## src/rtl/core/dlut_pkg.sv

```systemverilog
// types, bin bounds and reciprocal constants shared by the interpolating lut
package dlut_pkg;

	// field widths of the channels
	localparam int unsigned VAL_W = 31;
	localparam int unsigned BIN_W = 3;
	localparam int unsigned IDX_W = 10;

	// table geometry and number format
	localparam int unsigned FRAC_BITS       = 24;
	localparam int unsigned NUM_BINS        = 4;
	localparam int unsigned ENTRIES_PER_BIN = 1024;
	localparam int unsigned W_BITS          = 24;

	localparam int unsigned BSEL_W     = $clog2(NUM_BINS);
	localparam int unsigned POS_W      = $clog2(ENTRIES_PER_BIN);
	localparam int unsigned HALF_W     = POS_W - 1;
	localparam int unsigned BANK_AW    = 1 + BSEL_W + HALF_W;
	localparam int unsigned BANK_DEPTH = (2 * NUM_BINS * ENTRIES_PER_BIN) / 2;

	localparam int unsigned BOUND_W  = 32;
	localparam int unsigned X_W      = POS_W + W_BITS;
	localparam int unsigned RECIP_SH = VAL_W;
	localparam int unsigned RECIP_W  = 45;
	localparam int unsigned RLO_W    = 16;
	localparam int unsigned RHI_W    = RECIP_W - RLO_W;
	localparam int unsigned NLO_W    = BOUND_W - W_BITS;
	localparam int unsigned NUM_W    = 96;

	// item kinds
	localparam logic KIND_WRITE  = 1'b0;
	localparam logic KIND_LOOKUP = 1'b1;

	localparam logic [POS_W-1:0] LAST_Q = POS_W'(ENTRIES_PER_BIN - 2);

	typedef logic [BOUND_W-1:0] bound_t;
	typedef logic [RECIP_W-1:0] recip_t;

	localparam bound_t ONE_FX = bound_t'(1) << FRAC_BITS;

	// upper bounds 0.1, 1, 10, 100 in the fixed format, 0.1 rounded half up
	localparam bound_t BIN_HI [NUM_BINS] = '{
		(ONE_FX + bound_t'(5)) / bound_t'(10),
		ONE_FX,
		ONE_FX * bound_t'(10),
		ONE_FX * bound_t'(100)
	};
	localparam bound_t BIN_LO [NUM_BINS] = '{
		bound_t'(0), BIN_HI[0], BIN_HI[1], BIN_HI[2]
	};
	localparam bound_t BIN_DEN [NUM_BINS] = '{
		BIN_HI[0] - BIN_LO[0],
		BIN_HI[1] - BIN_LO[1],
		BIN_HI[2] - BIN_LO[2],
		BIN_HI[3] - BIN_LO[3]
	};
	localparam bound_t TOP_BOUND = BIN_HI[NUM_BINS-1];

	// floor((ENTRIES_PER_BIN - 1) * 2^(W_BITS + RECIP_SH) / den) per bin
	localparam logic [NUM_W-1:0] RECIP_NUM =
		NUM_W'(ENTRIES_PER_BIN - 1) << (W_BITS + RECIP_SH);
	localparam recip_t RECIP [NUM_BINS] = '{
		recip_t'(RECIP_NUM / NUM_W'(BIN_DEN[0])),
		recip_t'(RECIP_NUM / NUM_W'(BIN_DEN[1])),
		recip_t'(RECIP_NUM / NUM_W'(BIN_DEN[2])),
		recip_t'(RECIP_NUM / NUM_W'(BIN_DEN[3]))
	};

	typedef struct packed {
		logic             kind;
		logic             table_sel;
		logic [BIN_W-1:0] bin;
		logic [IDX_W-1:0] entry_index;
		logic [VAL_W-1:0] entry_value;
		logic [VAL_W-1:0] sample;
	} cmd_t;

	// table access of one item, as issued to the entry memories
	typedef struct packed {
		logic              valid;
		logic              lookup;
		logic              table_sel;
		logic              wr_ok;
		logic [BSEL_W-1:0] bin;
		logic [POS_W-1:0]  pos;
		logic [W_BITS-1:0] weight;
		logic              top;
		logic              clamped;
		logic [VAL_W-1:0]  entry_value;
	} loc_t;

	typedef struct packed {
		logic             valid;
		logic [VAL_W-1:0] result;
		logic             clamped;
	} blend_t;

endpackage

```

## src/rtl/core/dlut_interp.sv

```systemverilog
// neighbor select and linear blend of the two entries read
module dlut_interp import dlut_pkg::*; (
	input  logic             clk,
	input  logic             arst_n,
	input  logic             advance,
	input  loc_t             loc,
	input  logic [VAL_W-1:0] even_rd,
	input  logic [VAL_W-1:0] odd_rd,
	output blend_t           blend
);
	localparam int unsigned DIFF_W = VAL_W + 1;
	localparam int unsigned PROD_W = DIFF_W + W_BITS + 1;
	localparam logic signed [PROD_W-1:0] ROUND_C = PROD_W'(1) << (W_BITS - 1);

	logic                     v_s6, v_s7;
	logic                     odd_s6, top_s6, clamped_s6;
	logic [W_BITS-1:0]        weight_s6;
	logic [VAL_W-1:0]         t0_s7, t1_s7;
	logic signed [PROD_W-1:0] prod_s7;
	logic                     top_s7, clamped_s7;

	logic [VAL_W-1:0]         t0, t1;
	logic signed [DIFF_W-1:0] diff;
	logic signed [W_BITS:0]   wsig;
	logic signed [PROD_W-1:0] prod;
	logic signed [PROD_W-1:0] step;
	logic [BOUND_W-1:0]       mix;

	always_ff @(posedge clk or negedge arst_n) begin
		if (!arst_n) begin
			v_s6 <= 1'b0;
			v_s7 <= 1'b0;
		end else if (advance) begin
			v_s6 <= loc.valid && loc.lookup;
			v_s7 <= v_s6;
		end
	end

	always_ff @(posedge clk) begin
		if (advance) begin
			odd_s6     <= loc.pos[0];
			weight_s6  <= loc.weight;
			top_s6     <= loc.top;
			clamped_s6 <= loc.clamped;
		end
	end

	// stage 6: lower entry sits in the bank of the position's parity
	always_comb begin
		t0   = odd_s6 ? odd_rd : even_rd;
		t1   = odd_s6 ? even_rd : odd_rd;
		diff = $signed({1'b0, t1}) - $signed({1'b0, t0});
		wsig = $signed({1'b0, weight_s6});
		prod = diff * wsig;
	end

	always_ff @(posedge clk) begin
		if (advance) begin
			t0_s7      <= t0;
			t1_s7      <= t1;
			prod_s7    <= prod;
			top_s7     <= top_s6;
			clamped_s7 <= clamped_s6;
		end
	end

	// stage 7: t0 + round((t1 - t0) * w), top clamp takes the last entry
	always_comb begin
		step = (prod_s7 + ROUND_C) >>> W_BITS;
		mix  = BOUND_W'({1'b0, t0_s7}) + BOUND_W'(step);

		blend.valid   = v_s7;
		blend.clamped = clamped_s7;
		blend.result  = top_s7 ? t1_s7 : mix[VAL_W-1:0];
	end
endmodule

```

## config.mk

```make
export PLATFORM = sky130hd
export DESIGN_NAME = dlut_interp
export DESIGN_NICKNAME = d
export VERILOG_FILES = /design/src/rtl/core/dlut_pkg.sv /design/src/rtl/core/dlut_interp.sv
export SDC_FILE = /design/constraint.sdc
export NUM_CORES = 2
export LEC_CHECK = 0
export ABC_AREA = 1
export BUFFER_PORTS_ARGS = -buffer_cell sky130_fd_sc_hd__clkbuf_2
export CORE_MARGIN = 1.5
export CORE_UTILIZATION = 45
export DETAILED_ROUTE_END_ITERATION = 6
export HOLD_SLACK_MARGIN = 0.02
export MAX_ROUTING_LAYER = met4
export SLEW_MARGIN = 10
export SYNTH_ARGS = -nofsm -noshare
export SYNTH_HDL_FRONTEND = slang
export SYNTH_SLANG_ARGS = --single-unit
export TNS_END_PERCENT = 30
```

## constraint.sdc

```tcl
create_clock -name clk -period 20.2 [get_ports clk]
set_input_delay 1.01 -clock clk [delete_from_list [all_inputs] [get_ports clk]]
set_output_delay 1.01 -clock clk [all_outputs]
set_load 0.05 [all_outputs]
```

==> results.sh <==
export IMPL_synth_ff_type="edfxtp_1"
export IMPL_dr_pass1_iters=6
export IMPL_gp_congestion=0.982
export IMPL_crit_path_end_kind="flip-flop"
export IMPL_worstPathRequired_ns=20.43
export IMPL_grt_setup_unrepaired="false"
export IMPL_start_kind="flip-flop"
export IMPL_synth_largest_area_cell="fa_1"
export IMPL_crit_arrival_ns=11.40
export IMPL_pin_count=171
export IMPL_slew_headroom_pct=13.3
export IMPL_hold_viol_final=0
export IMPL_cts_buffers=17
export IMPL_insertion_delay_ns=0.52
export IMPL_synthTopCellsByCount="1141 x inv_1, 806 x nand2_1, 772 x fa_1"
export IMPL_dieArea_um2=84200
export IMPL_max_cap_viol_count=0
export IMPL_path_class="flip-flop to flip-flop"
export IMPL_antenna_found_initial=1
export IMPL_drc=0
export IMPL_synth_area_um2=37100
export IMPL_fp_dieH_um=290
export IMPL_startpoint="odd_s6$_DFFE_PP_"
export IMPL_clock_sinks=125
export IMPL_slew_violations=0
export IMPL_outcome="complete, no violations"
export IMPL_synth_edf_count=123
export IMPL_num_rows=105
export IMPL_cp_top_family="adder cells"
export IMPL_synth_area_per_cell_um2=7.87
export IMPL_seqCellArea_um2=3740
export IMPL_fill_cells=8281
export IMPL_hold_ws_ns=0.273
export IMPL_area_delta_synth_final_pct=6.22
export IMPL_ys_ff_latch=125
export IMPL_slowest_stage="fa_1"
export IMPL_overflow=0
export IMPL_max_freq_mhz=89.5
export IMPL_cts_tree="yes"
export IMPL_r2r_cells=34
export IMPL_cp_depth=34
export IMPL_core_area_um2=81800
export IMPL_setup_viol=0
export IMPL_clock_skew_ns=0.0192
export IMPL_min_period_ns=11.17
export IMPL_routed_wl_um=130000
export IMPL_cpPeakStageDelay_ns=1.02
export IMPL_ys_seq_area_share_pct=10.1
export IMPL_cts_hold_buffers=0
export IMPL_cp_buffers_inverters=9
export IMPL_drtIter0Drc=2657
export IMPL_htreeDepth=4
export IMPL_ctsLongestPathBuffers=2
export IMPL_async_flop_share_pct=1.60
export IMPL_multiInputGateArea_um2=28400
export IMPL_ys_types=48
export IMPL_yosysWarnings=0
export IMPL_cts_setup_buffers=0
export IMPL_crit_path_max_fanout=122
export IMPL_grt_pass1_wl_um=198000
export IMPL_finalSetupTns_ns=0
export IMPL_track_usage_pct=32.8
export IMPL_synth_nets=5831
export IMPL_nets=5869
export IMPL_synthCells=4712
export IMPL_wire_per_inst_um=22.2
export IMPL_drive_above_1_share_pct=5.56
export IMPL_synth_top_area_share_pct=41.7
export IMPL_min_period_over_period_pct=55.3
export IMPL_tightest_slew_ns=1.30
export IMPL_hp_class="primary input to async pin"
export IMPL_utilization_pct=48.2
export IMPL_antenna_left=0
export IMPL_hpwl_um=107000
export IMPL_cts_root_buf="clkbuf_16"
export IMPL_die_width_um=290
export IMPL_start_util_pct=45.3
export IMPL_vias=31500
export IMPL_regToRegSetupSlack_ns=9.03
export IMPL_r2r_start="odd_s6$_DFFE_PP_"
export IMPL_clk_pin_slew_ns=0.07
export IMPL_yosys_cell_count_top_type="inv_1"
export IMPL_routed_via_density=5.40
export IMPL_synth_area_leaders="fa_1 42%, inv_1 12%, edfxtp_1 10%"
export IMPL_grt_start_max_net_pins=123
export IMPL_r2r_end="prod_s7[40]$_DFFE_PP_"
export IMPL_first_global_vias=32500
export IMPL_endpoint="prod_s7[40]$_DFFE_PP_"
export IMPL_port_buffers=126
export IMPL_post_cts_resize_count=0
[worst min path at each step]
stage / start / to / slack (ns) / depth (start not counted)
2_1_floorplan: clamped_s6$_DFFE_PP_ / clamped_s7$_DFFE_PP_ / 0.40 / 0
3_3_place_gp: top_s6$_DFFE_PP_ / top_s7$_DFFE_PP_ / 0.41 / 0
3_5_place_dp: clamped_s6$_DFFE_PP_ / clamped_s7$_DFFE_PP_ / 0.41 / 0
4_1_cts: arst_n / v_s7$_DFFE_PN0P_ / 0.24 / 1
5_1_grt: arst_n / v_s7$_DFFE_PN0P_ / 0.25 / 1
6_report: arst_n / v_s6$_DFFE_PN0P_ / 0.27 / 1
[state kept, by name (all words and copies together) (netlist names)]
register    cells
top_s7          1
weight_s6      24
prod_s7        32
v_s6            1
clamped_s7      1
t1_s7          31
v_s7            1
clamped_s6      1
t0_s7          31
odd_s6          1
top_s6          1
[cells by family after synthesis]
logic type      synth area share, %
simple gates                   20.9
buf+inv                        13.4
flops                          10.1
fa+ha+maj                      48.7
compound gates                 5.18
xor+xnor                       1.66
[per-layer routing]
layer	vias to the layer above	track usage [%]	wire length, um
li1	14100	-	-
met1	15700	41.1	52600
met2	1398	52.0	59900
met3	355	5.02	9820
met4	0	16.1	7400
met5	-	-	0
[placed cells by master (no fill, tap or decap), drive strengths merged, types with 14 or more instances in the layout]
master	synthesis	final
nand4	28	28
fa	772	772
buf	43	53
xnor2	22	22
a21oi	153	153
o21ai	154	154
nor2	648	648
or2	25	25
nor3	39	39
edfxtp	123	123
inv	1147	1156
xor2	40	40
nand3	303	303
clkbuf	116	142
nand2	810	810
ha	209	209
o21bai	14	14
[stage by stage]
step	cell area, um^2	setup WS (ns)	instances
after floorplan	37100	11.80	4712
after global placement	38800	9.36	5801
after detailed placement	38800	9.24	5801
after CTS	39400	9.20	5833
after global routing	39400	8.53	5835
final	39400	9.03	5836
[cell type report]
type	count	share of cell area [%]
multi-input combinational	3275	72.0
inverter	1153	11.0
sequential	125	9.50
tap	1070	3.40
timing repair buffer	178	2.61
clock buffer	17	1.08
clock inverter	15	0.435
antenna	3	0.0190
Power is not shown: default switching activity piles up to over one toggle a cycle in this logic, so the estimate is an artifact.
