**src/rtl/core/dlut_pkg.sv**
```systemverilog
// types, bin bounds and reciprocal constants shared by the interpolating lut
package dlut_pkg;

	// field widths of the channels
	localparam int unsigned VAL_W = 31;
	localparam int unsigned BIN_W = 3;
	localparam int unsigned IDX_W = 10;

	// table geometry and number format
	localparam int unsigned FRAC_BITS       = 24;
	localparam int unsigned NUM_BINS        = 4;
	localparam int unsigned ENTRIES_PER_BIN = 1024;
	localparam int unsigned W_BITS          = 24;

	localparam int unsigned BSEL_W     = $clog2(NUM_BINS);
	localparam int unsigned POS_W      = $clog2(ENTRIES_PER_BIN);
	localparam int unsigned HALF_W     = POS_W - 1;
	localparam int unsigned BANK_AW    = 1 + BSEL_W + HALF_W;
	localparam int unsigned BANK_DEPTH = (2 * NUM_BINS * ENTRIES_PER_BIN) / 2;

	localparam int unsigned BOUND_W  = 32;
	localparam int unsigned X_W      = POS_W + W_BITS;
	localparam int unsigned RECIP_SH = VAL_W;
	localparam int unsigned RECIP_W  = 45;
	localparam int unsigned RLO_W    = 16;
	localparam int unsigned RHI_W    = RECIP_W - RLO_W;
	localparam int unsigned NLO_W    = BOUND_W - W_BITS;
	localparam int unsigned NUM_W    = 96;

	// item kinds
	localparam logic KIND_WRITE  = 1'b0;
	localparam logic KIND_LOOKUP = 1'b1;

	localparam logic [POS_W-1:0] LAST_Q = POS_W'(ENTRIES_PER_BIN - 2);

	typedef logic [BOUND_W-1:0] bound_t;
	typedef logic [RECIP_W-1:0] recip_t;

	localparam bound_t ONE_FX = bound_t'(1) << FRAC_BITS;

	// upper bounds 0.1, 1, 10, 100 in the fixed format, 0.1 rounded half up
	localparam bound_t BIN_HI [NUM_BINS] = '{
		(ONE_FX + bound_t'(5)) / bound_t'(10),
		ONE_FX,
		ONE_FX * bound_t'(10),
		ONE_FX * bound_t'(100)
	};
	localparam bound_t BIN_LO [NUM_BINS] = '{
		bound_t'(0), BIN_HI[0], BIN_HI[1], BIN_HI[2]
	};
	localparam bound_t BIN_DEN [NUM_BINS] = '{
		BIN_HI[0] - BIN_LO[0],
		BIN_HI[1] - BIN_LO[1],
		BIN_HI[2] - BIN_LO[2],
		BIN_HI[3] - BIN_LO[3]
	};
	localparam bound_t TOP_BOUND = BIN_HI[NUM_BINS-1];

	// floor((ENTRIES_PER_BIN - 1) * 2^(W_BITS + RECIP_SH) / den) per bin
	localparam logic [NUM_W-1:0] RECIP_NUM =
		NUM_W'(ENTRIES_PER_BIN - 1) << (W_BITS + RECIP_SH);
	localparam recip_t RECIP [NUM_BINS] = '{
		recip_t'(RECIP_NUM / NUM_W'(BIN_DEN[0])),
		recip_t'(RECIP_NUM / NUM_W'(BIN_DEN[1])),
		recip_t'(RECIP_NUM / NUM_W'(BIN_DEN[2])),
		recip_t'(RECIP_NUM / NUM_W'(BIN_DEN[3]))
	};

	typedef struct packed {
		logic             kind;
		logic             table_sel;
		logic [BIN_W-1:0] bin;
		logic [IDX_W-1:0] entry_index;
		logic [VAL_W-1:0] entry_value;
		logic [VAL_W-1:0] sample;
	} cmd_t;

	// table access of one item, as issued to the entry memories
	typedef struct packed {
		logic              valid;
		logic              lookup;
		logic              table_sel;
		logic              wr_ok;
		logic [BSEL_W-1:0] bin;
		logic [POS_W-1:0]  pos;
		logic [W_BITS-1:0] weight;
		logic              top;
		logic              clamped;
		logic [VAL_W-1:0]  entry_value;
	} loc_t;

	typedef struct packed {
		logic             valid;
		logic [VAL_W-1:0] result;
		logic             clamped;
	} blend_t;

endpackage

```
**src/rtl/core/dlut_locate.sv**
```systemverilog
// bin select and exact division to entry position and weight, five stages
module dlut_locate import dlut_pkg::*; (
	input  logic clk,
	input  logic arst_n,
	input  logic advance,
	input  logic in_valid,
	input  cmd_t cmd,
	output loc_t loc
);
	typedef struct packed {
		logic              lookup;
		logic              table_sel;
		logic              wr_ok;
		logic [BSEL_W-1:0] bin;
		logic [IDX_W-1:0]  entry_index;
		logic [VAL_W-1:0]  entry_value;
		logic              top;
		logic              clamped;
	} meta_t;

	logic                     v_s1, v_s2, v_s3, v_s4, v_s5;
	cmd_t                     cmd_s1;
	meta_t                    meta_s2, meta_s3, meta_s4, meta_s5;
	logic [VAL_W-1:0]         offset_s2;
	logic [VAL_W+RHI_W-1:0]   pp_hi_s3;
	logic [VAL_W+RLO_W-1:0]   pp_lo_s3;
	logic [NLO_W-1:0]         nlo_s3, nlo_s4, nlo_s5;
	logic [X_W-1:0]           xe_s4, xe_s5;
	logic [BOUND_W-1:0]       prod_s5;

	meta_t                    meta1;
	logic [BSEL_W-1:0]        bsel;
	logic [VAL_W-1:0]         offset;
	recip_t                   recip;
	logic [VAL_W+RHI_W-1:0]   pp_hi;
	logic [VAL_W+RLO_W-1:0]   pp_lo;
	logic [NLO_W-1:0]         nlo;
	logic [RECIP_W+VAL_W-1:0] est_sum;
	logic [X_W-1:0]           xe;
	logic [BOUND_W-1:0]       prod;
	logic [BOUND_W-1:0]       rem;
	logic [X_W-1:0]           xfix;

	always_ff @(posedge clk or negedge arst_n) begin
		if (!arst_n) begin
			v_s1 <= 1'b0;
			v_s2 <= 1'b0;
			v_s3 <= 1'b0;
			v_s4 <= 1'b0;
			v_s5 <= 1'b0;
		end else if (advance) begin
			v_s1 <= in_valid;
			v_s2 <= v_s1;
			v_s3 <= v_s2;
			v_s4 <= v_s3;
			v_s5 <= v_s4;
		end
	end

	// stage 1: bin from the fixed bounds, offset into the bin
	always_comb begin
		bsel = '0;
		for (int k = 0; k < NUM_BINS - 1; k++) begin
			if (BOUND_W'(cmd_s1.sample) >= BIN_HI[BSEL_W'(k)]) begin
				bsel = BSEL_W'(k + 1);
			end
		end
		offset = VAL_W'(BOUND_W'(cmd_s1.sample) - BIN_LO[bsel]);

		meta1.lookup      = (cmd_s1.kind == KIND_LOOKUP);
		meta1.table_sel   = cmd_s1.table_sel;
		meta1.wr_ok       = (cmd_s1.bin < BIN_W'(NUM_BINS)) &&
			({1'b0, cmd_s1.entry_index} < (IDX_W+1)'(ENTRIES_PER_BIN));
		meta1.bin         = (cmd_s1.kind == KIND_LOOKUP) ? bsel : BSEL_W'(cmd_s1.bin);
		meta1.entry_index = cmd_s1.entry_index;
		meta1.entry_value = cmd_s1.entry_value;
		meta1.top         = (BOUND_W'(cmd_s1.sample) >= TOP_BOUND);
		meta1.clamped     = meta1.top || (cmd_s1.sample == '0);
	end

	always_ff @(posedge clk) begin
		if (advance) begin
			cmd_s1    <= cmd;
			meta_s2   <= meta1;
			offset_s2 <= offset;
		end
	end

	// stage 2: offset times reciprocal, split in two partial products
	always_comb begin
		recip = RECIP[meta_s2.bin];
		pp_hi = {RHI_W'(0), offset_s2} * {VAL_W'(0), recip[RECIP_W-1:RLO_W]};
		pp_lo = {RLO_W'(0), offset_s2} * {VAL_W'(0), recip[RLO_W-1:0]};
		// low bits of offset * (entries - 1), needed for the remainder check
		nlo   = NLO_W'(offset_s2[NLO_W-1:0] * NLO_W'(ENTRIES_PER_BIN - 1));
	end

	always_ff @(posedge clk) begin
		if (advance) begin
			pp_hi_s3 <= pp_hi;
			pp_lo_s3 <= pp_lo;
			nlo_s3   <= nlo;
			meta_s3  <= meta_s2;
		end
	end

	// stage 3: estimate, never above the exact quotient and at most one below
	always_comb begin
		est_sum = {pp_hi_s3, RLO_W'(0)} + (RECIP_W+VAL_W)'(pp_lo_s3);
		xe      = X_W'(est_sum >> RECIP_SH);
	end

	always_ff @(posedge clk) begin
		if (advance) begin
			xe_s4   <= xe;
			nlo_s4  <= nlo_s3;
			meta_s4 <= meta_s3;
		end
	end

	// stage 4: low word of estimate * den, the remainder fits in one word
	always_comb begin
		prod = BOUND_W'(xe_s4[BOUND_W-1:0] * BIN_DEN[meta_s4.bin]);
	end

	always_ff @(posedge clk) begin
		if (advance) begin
			xe_s5   <= xe_s4;
			prod_s5 <= prod;
			nlo_s5  <= nlo_s4;
			meta_s5 <= meta_s4;
		end
	end

	// stage 5: correct by one, split into entry position and weight
	always_comb begin
		rem  = {nlo_s5, W_BITS'(0)} - prod_s5;
		xfix = xe_s5 + X_W'(rem >= BIN_DEN[meta_s5.bin]);

		loc.valid       = v_s5;
		loc.lookup      = meta_s5.lookup;
		loc.table_sel   = meta_s5.table_sel;
		loc.wr_ok       = meta_s5.wr_ok;
		loc.bin         = meta_s5.bin;
		loc.top         = meta_s5.top;
		loc.clamped     = meta_s5.clamped;
		loc.entry_value = meta_s5.entry_value;
		loc.pos         = xfix[X_W-1:W_BITS];
		loc.weight      = xfix[W_BITS-1:0];
		if (loc.pos > LAST_Q || meta_s5.top) begin
			loc.pos    = LAST_Q;
			loc.weight = '0;
		end
		if (!meta_s5.lookup) begin
			loc.pos    = POS_W'(meta_s5.entry_index);
			loc.weight = '0;
		end
	end
endmodule

```
**config.mk**
```make
export PLATFORM = sky130hd
export DESIGN_NAME = dlut_locate
export DESIGN_NICKNAME = d
export VERILOG_FILES = /design/src/rtl/core/dlut_pkg.sv /design/src/rtl/core/dlut_locate.sv
export SDC_FILE = /design/constraint.sdc
export NUM_CORES = 2
export LEC_CHECK = 0
export BUFFER_PORTS_ARGS = -buffer_cell sky130_fd_sc_hd__buf_2
export CAP_MARGIN = 40
export CORE_ASPECT_RATIO = 0.9
export CORE_MARGIN = 4
export CORE_UTILIZATION = 50
export CTS_CLUSTER_SIZE = 12
export DETAILED_ROUTE_END_ITERATION = 10
export PLACE_DENSITY_LB_ADDON = 0.2
export SLEW_MARGIN = 25
export SYNTH_ARGS = -nofsm -noshare
export SYNTH_HDL_FRONTEND = slang
export SYNTH_SLANG_ARGS = --single-unit
export TNS_END_PERCENT = 20
```
**constraint.sdc**
```tcl
create_clock -name clk -period 11.73 [get_ports clk]
set_input_delay 2.9325 -clock clk [delete_from_list [all_inputs] [get_ports clk]]
set_output_delay 2.9325 -clock clk [all_outputs]
set_load 0.03 [all_outputs]
```
==> out/metrics.yaml <==
sta:
  rsz0062_at_grt: "no"
  fin_crit_sh_pct: 90.5
  worst_pin_slew_ps: 911
  slew_violations: 0
  post-route-min-period_ps: 10610
  finClkSkew_ps: 46.5
  relSlewSlack_pct: 39.2
  setup_tns_ps: 0
  finalSetupViolCount: 0
  max_freq_mhz: 94.2
  finalHoldViolCount: 0
floorplan:
  die_height_um: 359
  die-area_sq_mm: 0.143
  rows: 128
  die_w_um: 398
  initial_utilization_pct: 50.5
  pin_count: 154
  coreArea_sq_mm: 0.136
logic_synthesis:
  synth-seq-cells: 508
  yosys_warnings: 0
  synth_top_area_share_pct: 38.0
  syn_nets: 8261
  syn-cell-area_sq_mm: 0.0686
  synthArstFlopShare_pct: 0.984
  synth_area_leaders: "fa_1, edfxtp_1, ha_1"
  synth_edf_count: 503
  ys_seq_area_share_pct: 22.2
  syn_avg_cell_area_sq_um: 11.0
  syn_inst: 6238
  synth_area_leader_cell: "fa_1"
  synth-main-ff-cell: "edfxtp_1"
  synth.distinct_cells: 88
status:
  status: "completed"
placed_design:
  place_hpwl_um: 172000
  io_buffers: 153
  gp_congestion: 1.04
cts:
  numCtsBuffers: 55
  cts_setup_buffers: 0
  insertion_delay_ps: 690
  clock_sinks: 508
  cts_resized: 0
  cts_tree: "done"
  clk_path_buf_depth: 3
  cts-root-buf: "clkbuf_16"
  clk_pin_slew_ps: 60
  ctsHoldBuffers: 0
  htree_levels: 2
routing:
  routedWlPerCell_um: 24.3
  num_vias: 43900
  drtIter0Drc: 3471
  drtPass1Iterations: 5
  ant_nets: 0
  via_per_inst: 5.34
  drc: 0
  postRouteWirelength_um: 200000
critical_path:
  startpoint: "meta_s2[44]$_DFFE_PP_"
  cp.required_ps: 12110
  crit_fanout: 36
  cp-start-kind: "flip-flop"
  r2r_cells: 27
  end_kind: "flip-flop"
  r2r-end: "pp_hi_s3[48]$_DFFE_PP_"
  path_class: "flip-flop to flip-flop"
  r2r-start: "meta_s2[44]$_DFFE_PP_"
  cp.arrival_ps: 10990
  r2r_setup_slack_ps: 1120
worst_hold_path:
  min-delay-start: "cmd_s1[36]$_DFFE_PP_"
  min-delay-path-class: "flip-flop to flip-flop"
  holdPathStages: 0
  whs_endpoint: "meta_s2[7]$_DFFE_PP_"
finish:
  nets: 8382
  layout-drive-gt1-share_pct: 5.44
  fillCellCount: 12100
  area_delta_synth_final_pct: 6.68
  seq_area_sq_mm: 0.0152
  multi_input_area_sq_mm: 0.0461
global_route:
  grt_antenna_before_repair: 5
  globalRoute.totalOverflow: 0
  grt_pass1_vias: 47300
  grt_max_degree: 163
  grtUsageTotal_pct: 28.6
  grt_pass1_wl_um: 300000
flow_run:
  cap_violations: 0
==> synth_stat cells, drive strengths merged, types with 100 or more instances <==
| cell type | number |
|---|---|
| inv | 1740 |
| xor2 | 126 |
| nand2 | 263 |
| fa | 1300 |
| xnor2 | 255 |
| edfxtp | 503 |
| clkbuf | 100 |
| nor2b | 126 |
| a21o | 112 |
| nor2 | 210 |
| ha | 642 |
| a21oi | 147 |
==> how the worst max path moves through the flow <==
stage                                        end  slack (ps)  cells after the start
after global routing      pp_hi_s3[48]$_DFFE_PP_         640                     27
after global placement    pp_hi_s3[48]$_DFFE_PP_        1530                     27
after detailed placement  pp_hi_s3[48]$_DFFE_PP_        1270                     27
final                     pp_hi_s3[48]$_DFFE_PP_        1120                     27
after floorplan           pp_hi_s3[42]$_DFFE_PP_        3140                     29
after CTS                                loc[61]        1230                     24
==> critical path, stage by stage (launching register included) <==
cell	delay (ps)
edfxtp_1	930
clkinv_1	660
ha_2	1120
buf_4	370
nand2b_1	240
inv_1	200
fa_1	530
fa_1	560
inv_1	60
fa_1	500
fa_1	510
inv_1	50
fa_1	560
fa_1	430
fa_1	500
inv_1	50
fa_1	500
inv_1	40
ha_1	340
o21a_1	190
a21oi_1	180
nand2_1	150
a2111oi_4	390
o31ai_2	180
a21oi_1	340
o21ai_0	170
a2111oi_0	450
a311oi_1	110
==> metal layers <==
layer / vias up / wire length, um / global-route usage [%]
li1: 19400 / - / -
met1: 22400 / 81900 / 39.3
met2: 1776 / 90400 / 44.2
met3: 357 / 18900 / 7.65
met4: 6 / 8190 / 9.38
met5: - / 42 / 0
==> metrics by stage <==
| step | worst slack [ps] | util, % | instances | cell area (sq um) | hold slack, ps |
|---|---|---|---|---|---|
| 2_1_floorplan | 3140 | - | 6238 | 68600 | 400 |
| 3_3_place_gp | 1530 | 52.5 | 8109 | 71300 | 400 |
| 3_5_place_dp | 1270 | 52.5 | 8116 | 71400 | 405 |
| 4_1_cts | 1230 | 53.8 | 8207 | 73000 | 391 |
| 5_1_grt | 639 | 53.9 | 8213 | 73100 | 408 |
| 6_report | 1120 | 53.9 | 8215 | 73200 | 390 |
==> cells in the final DEF, fill, tap and decap left out, types with 11 or more instances in the layout <==
cell type / count
buf_4: 48
ha_1: 639
and3_1: 25
or3_1: 15
a31oi_1: 16
xnor2_1: 255
a21o_1: 112
o21ai_0: 67
o21a_1: 21
maj3_1: 14
nor3_1: 44
fa_1: 1300
xor2_1: 126
nor4_1: 15
and2_1: 62
edfxtp_1: 503
nor2b_1: 126
clkbuf_1: 12
nand2b_1: 96
or2_2: 16
clkinv_1: 12
o211ai_1: 11
nand2_1: 263
buf_2: 153
o21bai_1: 34
nor2_1: 208
nand3_1: 35
clkbuf_16: 55
a21oi_1: 146
nand4_1: 36
inv_1: 1736
a211oi_1: 24
==> final cells by class <==
cell class	count	share of cell area [%]
repair buffers	213	1.82
flip-flops and latches	508	20.8
clock inverters	23	0.320
clock buffers	68	1.96
well taps	1820	3.11
multi-input cells	3836	63.0
inverters	1745	8.95
diodes	2	0.00684
==> registers in the layout, summed over array words and instances, names as in the netlist <==
name / flops
v_s5: 1
v_s4: 1
offset_s2: 31
v_s2: 1
pp_lo_s3: 31
loc: 38
nlo_s5: 8
meta_s2: 48
v_s3: 1
cmd_s1: 77
nlo_s4: 8
nlo_s3: 8
prod_s5: 31
xe_s5: 34
v_s1: 1
meta_s3: 48
pp_hi_s3: 49
meta_s5: 10
xe_s4: 34
meta_s4: 48
==> cells by family after synthesis <==
kind of cell | count (synthesis) | synth area share (%)
xor gates and xnor gates | 381 | 4.87
other | 1 | 0.00547
adders and majority gates | 1956 | 49.9
muxes | 9 | 0.161
buffers and inverters | 1894 | 10.6
and+or+nand+nor | 968 | 7.09
AOI/OAI and AO/OA | 521 | 5.21
DFF | 508 | 22.2
Power is not shown: default switching activity piles up to over one toggle a cycle in this logic, so the estimate is an artifact.
